$ cat config.mk
export PLATFORM = sky130hd
export DESIGN_NAME = decimal_to_int_convert_top
export DESIGN_NICKNAME = d
export VERILOG_FILES = /design/src/hw/rtl/dcv_pkg.sv /design/src/hw/rtl/decimal_to_int_convert_top.sv /design/src/hw/rtl/dcv_div10.sv /design/src/hw/rtl/dcv_core.sv
export VERILOG_INCLUDE_DIRS = /design/src /design/src/hw/rtl
export SDC_FILE = /design/constraint.sdc
export NUM_CORES = 2
export LEC_CHECK = 0
export BUFFER_PORTS_ARGS = -buffer_cell sky130_fd_sc_hd__buf_2
export CAP_MARGIN = 20
export CORE_MARGIN = 2
export CORE_UTILIZATION = 65
export CTS_CLUSTER_DIAMETER = 100
export CTS_CLUSTER_SIZE = 30
export DETAILED_ROUTE_END_ITERATION = 16
export HOLD_SLACK_MARGIN = 0.15
export PLACE_DENSITY = 0.91
export REMOVE_ABC_BUFFERS = 1
export SYNTH_ARGS = -nofsm -noshare
export SYNTH_HDL_FRONTEND = slang
export SYNTH_SLANG_ARGS = --single-unit
$ cat constraint.sdc
create_clock -name clk -period 18.2 [get_ports clk]
set_input_delay 0.91 -clock clk [delete_from_list [all_inputs] [get_ports clk]]
set_output_delay 0.91 -clock clk [all_outputs]
set_load 0.1 [all_outputs]
$ cat src/hw/rtl/assert_macros.svh
// Assertion helpers for the RTL files.
// Each check runs on the rising edge of clk and is off while rst_n is low.
`ifndef ASSERT_MACROS_SVH
`define ASSERT_MACROS_SVH

// Same-cycle implication: whenever ante holds, cons holds too.
`define DCV_ASSERT_IMP(label, ante, cons, msg) \
    label: assert property (@(posedge clk) disable iff (!rst_n) (ante) |-> (cons)) \
        else $error(msg);

// Next-cycle implication: whenever ante holds, cons holds in the next cycle.
`define DCV_ASSERT_NEXT(label, ante, cons, msg) \
    label: assert property (@(posedge clk) disable iff (!rst_n) (ante) |=> (cons)) \
        else $error(msg);

`endif

$ cat src/hw/rtl/dcv_pkg.sv
package dcv_pkg;

    // 96-bit mantissa held as three 32-bit limbs, limb 2 most significant
    localparam int LIMB_W = 32;
    localparam int LIMBS  = 3;

    // ceil(2^38 / 10); exact floor(x / 10) for every x below 10 * 2^32
    localparam logic [34:0] DIV10_RECIP = 35'h666666667;

    // Magnitude limits of the signed 32-bit result
    localparam logic [63:0] POS_LIMIT = 64'h0000_0000_7FFF_FFFF;
    localparam logic [63:0] NEG_LIMIT = 64'h0000_0000_8000_0000;

    typedef struct packed {
        logic [63:0] mantissa_low;
        logic [31:0] mantissa_high;
        logic [7:0]  scale;
        logic        negative;
    } dcv_in_t;

    typedef struct packed {
        logic signed [31:0] int_value;
        logic               status;
    } dcv_out_t;

endpackage

$ cat src/hw/rtl/decimal_to_int_convert_top.sv
// A request is taken only while the core is idle; it then runs k division steps, where k is the lesser of
// scale and the number of divisions by ten that bring the mantissa to zero (k <= 29).
// Each division step walks the shared divide-by-ten unit over three 32-bit limbs.
// No new request is accepted until the result has entered the output slot; a full slot stalls the core.
// Reset clears the sequencer and the output valid; payload registers are not reset.
module decimal_to_int_convert_top (
    input  logic              clk,
    input  logic              rst_n,
    input  logic              in_valid,
    output logic              in_ready,
    input  dcv_pkg::dcv_in_t  in_data,
    output logic              out_valid,
    input  logic              out_ready,
    output dcv_pkg::dcv_out_t out_data
);
    import dcv_pkg::*;

    logic     res_ready;
    logic     res_valid;
    dcv_out_t res_data;

    logic     out_valid_reg, out_valid_next;
    dcv_out_t out_data_reg;

    dcv_core u_core (
        .clk       (clk),
        .rst_n     (rst_n),
        .in_valid  (in_valid),
        .in_ready  (in_ready),
        .in_data   (in_data),
        .res_ready (res_ready),
        .res_valid (res_valid),
        .res_data  (res_data)
    );

    // Output slot is free when empty or being drained this cycle
    assign res_ready = !out_valid_reg || out_ready;

    always_comb
    begin
        out_valid_next = out_valid_reg;
        if (res_valid)
        begin
            out_valid_next = 1'b1;
        end
        else if (out_ready)
        begin
            out_valid_next = 1'b0;
        end
    end

    always_ff @(posedge clk or negedge rst_n)
    begin
        if (!rst_n)
        begin
            out_valid_reg <= 1'b0;
        end
        else
        begin
            out_valid_reg <= out_valid_next;
        end
    end

    // Hold the result until taken
    always_ff @(posedge clk)
    begin
        if (res_valid)
        begin
            out_data_reg <= res_data;
        end
    end

    assign out_valid = out_valid_reg;
    assign out_data  = out_data_reg;

endmodule

$ cat src/hw/rtl/dcv_div10.sv
module dcv_div10 (
    input  logic [3:0]  rem_in,
    input  logic [31:0] limb_in,
    output logic [31:0] quo,
    output logic [3:0]  rem_out
);
    import dcv_pkg::*;

    // Bit position of the quotient in the reciprocal product
    localparam int Q_LSB = 38;

    logic [35:0] cur;
    logic [70:0] prod;
    logic [3:0]  q_times_ten;

    // Form the partial dividend: carried remainder above the current limb
    assign cur  = {rem_in, limb_in};

    // Multiply by the reciprocal of ten and keep the integer part
    assign prod = {35'd0, cur} * {36'd0, DIV10_RECIP};
    assign quo  = prod[Q_LSB + LIMB_W - 1:Q_LSB];

    // Recover the remainder from the low bits only: it is below ten
    assign q_times_ten = {quo[2:0], 1'b0} + {quo[0], 3'b000};
    assign rem_out     = cur[3:0] - q_times_ten;

endmodule

$ cat src/hw/rtl/dcv_core.sv
`include "assert_macros.svh"

module dcv_core (
    input  logic            clk,
    input  logic            rst_n,
    input  logic            in_valid,
    output logic            in_ready,
    input  dcv_pkg::dcv_in_t  in_data,
    input  logic            res_ready,
    output logic            res_valid,
    output dcv_pkg::dcv_out_t res_data
);
    import dcv_pkg::*;

    localparam logic [1:0] ST_IDLE   = 2'd0;
    localparam logic [1:0] ST_STEP   = 2'd1;
    localparam logic [1:0] ST_FINISH = 2'd2;

    localparam logic [1:0] LIMB_TOP  = 2'd2;
    localparam logic [1:0] LIMB_LOW  = 2'd0;

    logic [1:0]                   state_reg, state_next;
    logic [1:0]                   limb_reg, limb_next;
    logic [3:0]                   rem_reg, rem_next;
    logic [7:0]                   steps_reg, steps_next;
    logic                         neg_reg, neg_next;
    logic [LIMBS-1:0][LIMB_W-1:0] w_reg, w_next;

    logic [3:0]  div_rem_in;
    logic [31:0] div_limb_in;
    logic [31:0] div_quo;
    logic [3:0]  div_rem_out;

    logic [63:0] mag;
    logic [63:0] limit;
    logic        ovf;

    // Shared divide-by-ten unit, one limb per cycle
    assign div_rem_in  = (limb_reg == LIMB_TOP) ? 4'd0 : rem_reg;
    assign div_limb_in = w_reg[limb_reg];

    dcv_div10 u_div10 (
        .rem_in  (div_rem_in),
        .limb_in (div_limb_in),
        .quo     (div_quo),
        .rem_out (div_rem_out)
    );

    // Range check and sign application on the truncated magnitude
    assign mag   = {w_reg[1], w_reg[0]};
    assign limit = neg_reg ? NEG_LIMIT : POS_LIMIT;
    assign ovf   = (w_reg[2] != '0) || (mag > limit);

    always_comb
    begin
        res_data.status    = ovf;
        if (ovf)
        begin
            res_data.int_value = '0;
        end
        else if (neg_reg)
        begin
            res_data.int_value = 32'sd0 - $signed(w_reg[0]);
        end
        else
        begin
            res_data.int_value = $signed(w_reg[0]);
        end
    end

    assign in_ready  = (state_reg == ST_IDLE);
    assign res_valid = (state_reg == ST_FINISH) && res_ready;

    // Sequencer: load, divide limb by limb, finish
    always_comb
    begin
        state_next = state_reg;
        limb_next  = limb_reg;
        rem_next   = rem_reg;
        steps_next = steps_reg;
        neg_next   = neg_reg;
        w_next     = w_reg;
        case (state_reg)
            ST_IDLE:
            begin
                if (in_valid)
                begin
                    w_next[0]  = in_data.mantissa_low[31:0];
                    w_next[1]  = in_data.mantissa_low[63:32];
                    w_next[2]  = in_data.mantissa_high;
                    steps_next = in_data.scale;
                    neg_next   = in_data.negative;
                    limb_next  = LIMB_TOP;
                    rem_next   = 4'd0;
                    state_next = ST_STEP;
                end
            end
            ST_STEP:
            begin
                if ((limb_reg == LIMB_TOP) && ((steps_reg == 8'd0) || (w_reg == '0)))
                begin
                    state_next = ST_FINISH;
                end
                else
                begin
                    w_next[limb_reg] = div_quo;
                    rem_next         = div_rem_out;
                    if (limb_reg == LIMB_LOW)
                    begin
                        limb_next  = LIMB_TOP;
                        steps_next = steps_reg - 8'd1;
                    end
                    else
                    begin
                        limb_next = limb_reg - 2'd1;
                    end
                end
            end
            ST_FINISH:
            begin
                if (res_ready)
                begin
                    state_next = ST_IDLE;
                end
            end
            default:
            begin
                state_next = ST_IDLE;
            end
        endcase
    end

    // Control state
    always_ff @(posedge clk or negedge rst_n)
    begin
        if (!rst_n)
        begin
            state_reg <= ST_IDLE;
            limb_reg  <= LIMB_TOP;
        end
        else
        begin
            state_reg <= state_next;
            limb_reg  <= limb_next;
        end
    end

    // Working value, no reset needed
    always_ff @(posedge clk)
    begin
        rem_reg   <= rem_next;
        steps_reg <= steps_next;
        neg_reg   <= neg_next;
        w_reg     <= w_next;
    end

    `DCV_ASSERT_IMP(a_res_slot_free, res_valid, res_ready,
        "result issued while output slot is full")
    `DCV_ASSERT_NEXT(a_mid_step_holds, (state_reg == ST_STEP) && (limb_reg != LIMB_TOP),
        state_reg == ST_STEP, "division step left before its last limb")
    `DCV_ASSERT_IMP(a_ovf_zero, res_valid && res_data.status, res_data.int_value == 32'sd0,
        "overflow result carries a nonzero value")

endmodule

==> results.cfg <==
[setup_path]
rrSetupSlack_ns = 7.80
start_kind = flip-flop
crit_fanout = 36
endpoint_kind = flip-flop
timing.rr.end = u_core.mag[24]
worstSetupPathType = reg2reg
r2r_start = u_core.limb_reg[1]
critPathRequiredTime_ns = 18.36
worst-r2r-cell-count = 27
worstPathArrival_ns = 10.56
critPathMaxStageDelay_ns = 0.96
worst_path_max_delay_cell = dfstp_2
cp_common_cell = fa_1

[status]
outcome = finished, final reports clean

[routing]
drc = 0
via_per_inst = 6.32
antenna_left = 0
drt_pass1_iterations = 13
drtIter0Drc = 2830
vias = 22800
totalWireLength_mm = 97.6
wl_per_cell_um = 27.0

[cells_and_area]
fin_area_mm2 = 0.0314
nFillCells = 3251
layout_commonest_cell = inv_1
drive_gt1_share_pct = 6.82
layout_common_cells = inv_1 (834), fa_1 (540), ha_1 (413)
area_delta_synth_final_pct = 6.84
multi_input_area_mm2 = 0.0217
antennaDiodeCount = 0
seq_area_mm2 = 0.00439
largest_reg_flops = 64
nets = 4069

[clock_network]
post_cts_buffers = 0
htreeDepth = 4
post_cts_resized = 0
holdBufCountCts = 0
cts_tree = done
cts_buffer_depth = 2
clockRootBuffer = clkbuf_16
clock_sinks = 147
cts_buffers = 17
insertion_delay_ns = 0.44
clk_pin_slew_ns = 0.06

[logic_synthesis]
ys_ff_latch = 147
syn_area_mm2 = 0.0294
synthDistinctLibCells = 66
ys_warn_count = 0
syn_inst = 2884
postSynthAreaPerCell_um2 = 10.2
synth_edf_count = 142
ys.flop_type = edfxtp_1
yosysSeqAreaShare_pct = 14.9
async_flop_share_pct = 3.40

[sta]
rsz0062_at_grt = false
fmax_mhz = 96.2
tightestPinTransition_ns = 1.15
relSlewSlack_pct = 23.6
timing.hold.ws_ns = 0.296
period_share_pct = 57.1
fin_setup_tns_ns = 0
maxSlewViolCount = 0
finalHoldViolations = 0
fin_skew_ns = 0.0131
period_minus_slack_ns = 10.40
finalSetupViolCount = 0

[floorplanning]
io_pins = 144
dieArea_mm2 = 0.0469
die_w_um = 217
rows = 77
initial_core_util_pct = 66.2
coreArea_mm2 = 0.0444
fp.dieH_um = 217

[place]
place_hpwl_mm = 84.4
place_area_mm2 = 0.0308
globalplace.congestion = 1.08
port_buffers = 143

[global_route]
grt_pass1_wl_mm = 147
grt_max_degree = 102
grt_use_total_pct = 43.2
grt_pass1_vias = 24000
antenna_found_initial = 1
grt_overflow = 0

[hold_path]
min-delay-path-class = in2async

[flow_run]
cap_viol_max_count = 0
[layout make-up]
class,instances,area share [%]
multi-input combinational,1845,69.0
clock inverter,11,0.430
tap,592,2.36
timing repair buffer,162,2.86
inverter,834,9.97
sequential,147,14.0
clock buffer,21,1.40
[cell usage after synthesis (5+ instances only)]
library cell / n / area [um^2]
inv_1: 834 / 3130
fa_1: 540 / 10800
ha_1: 413 / 5170
edfxtp_1: 142 / 4260
nand2_1: 111 / 417
a21oi_1: 100 / 500
o21ai_0: 80 / 400
nor2_1: 71 / 267
a22o_1: 66 / 578
clkbuf_1: 55 / 206
nor4_1: 51 / 319
xor2_1: 46 / 403
a21o_1: 41 / 308
mux2i_1: 36 / 360
nand4_1: 24 / 150
xnor2_1: 24 / 210
o31ai_1: 23 / 173
nand3_1: 18 / 90.1
nor3_1: 16 / 80.1
o21a_1: 16 / 120
or3_1: 15 / 93.8
o21bai_1: 13 / 97.6
and3_1: 12 / 75.1
a211oi_1: 11 / 82.6
nand2b_1: 11 / 68.8
or4_1: 10 / 75.1
and2_1: 9 / 56.3
nor2b_1: 9 / 56.3
o211ai_1: 7 / 52.6
a21boi_0: 5 / 37.5
a31oi_1: 5 / 31.3
o22ai_1: 5 / 31.3
[through the flow]
step / cells / setup slack, ns / util, %
after floorplan: 2826 / 8.70 / -
after global placement: 3576 / 8.17 / 69.3
after detailed placement: 3577 / 8.05 / 69.3
after CTS: 3609 / 8.00 / 70.6
after global routing: 3612 / 7.45 / 70.7
final: 3612 / 7.80 / 70.7
[worst max-delay path by stage]
stage | startpoint | to
after detailed placement | u_core.limb_reg[1] | u_core.rem_reg[3]
after global placement | u_core.limb_reg[1] | u_core.rem_reg[3]
after CTS | u_core.limb_reg[1] | u_core.mag[24]
final | u_core.limb_reg[1] | u_core.mag[24]
after floorplan | u_core.limb_reg[0] | u_core.rem_reg[2]
after global routing | u_core.limb_reg[1] | u_core.rem_reg[3]
[cells by family (layout without fill, tap and decap cells)]
| family | count (synthesis) | after routing | share of synthesized area [%] |
|---|---|---|---|
| AOI/OAI and AO/OA | 410 | 410 | 9.41 |
| xor gates and xnor gates | 71 | 71 | 2.16 |
| adders and majority gates | 953 | 953 | 54.4 |
| buffers and inverters | 892 | 1028 | 11.4 |
| DFF | 147 | 147 | 14.9 |
| muxes | 37 | 37 | 1.28 |
| and+or+nand+nor | 374 | 374 | 6.47 |
[critical path, delay by kind of cell (launching register included)]
kind,cells,cell delay [ns]
compound gates,8,2.30
buf+inv,6,1.17
simple gates,4,1.00
fa+ha+maj,9,4.68
flops,1,0.96
[metal layers]
layer  GRT usage (%)  wire (um)  up-vias
li1                -          -     9530
met1            57.5      36200    11300
met2            66.8      44000     1551
met3            8.88      10300      379
met4            24.1       7060        4
met5               0         27        -
Power is left out: the tool's default activity adds up to more than one toggle a clock period on the data nets, which glitch-free logic cannot reach.
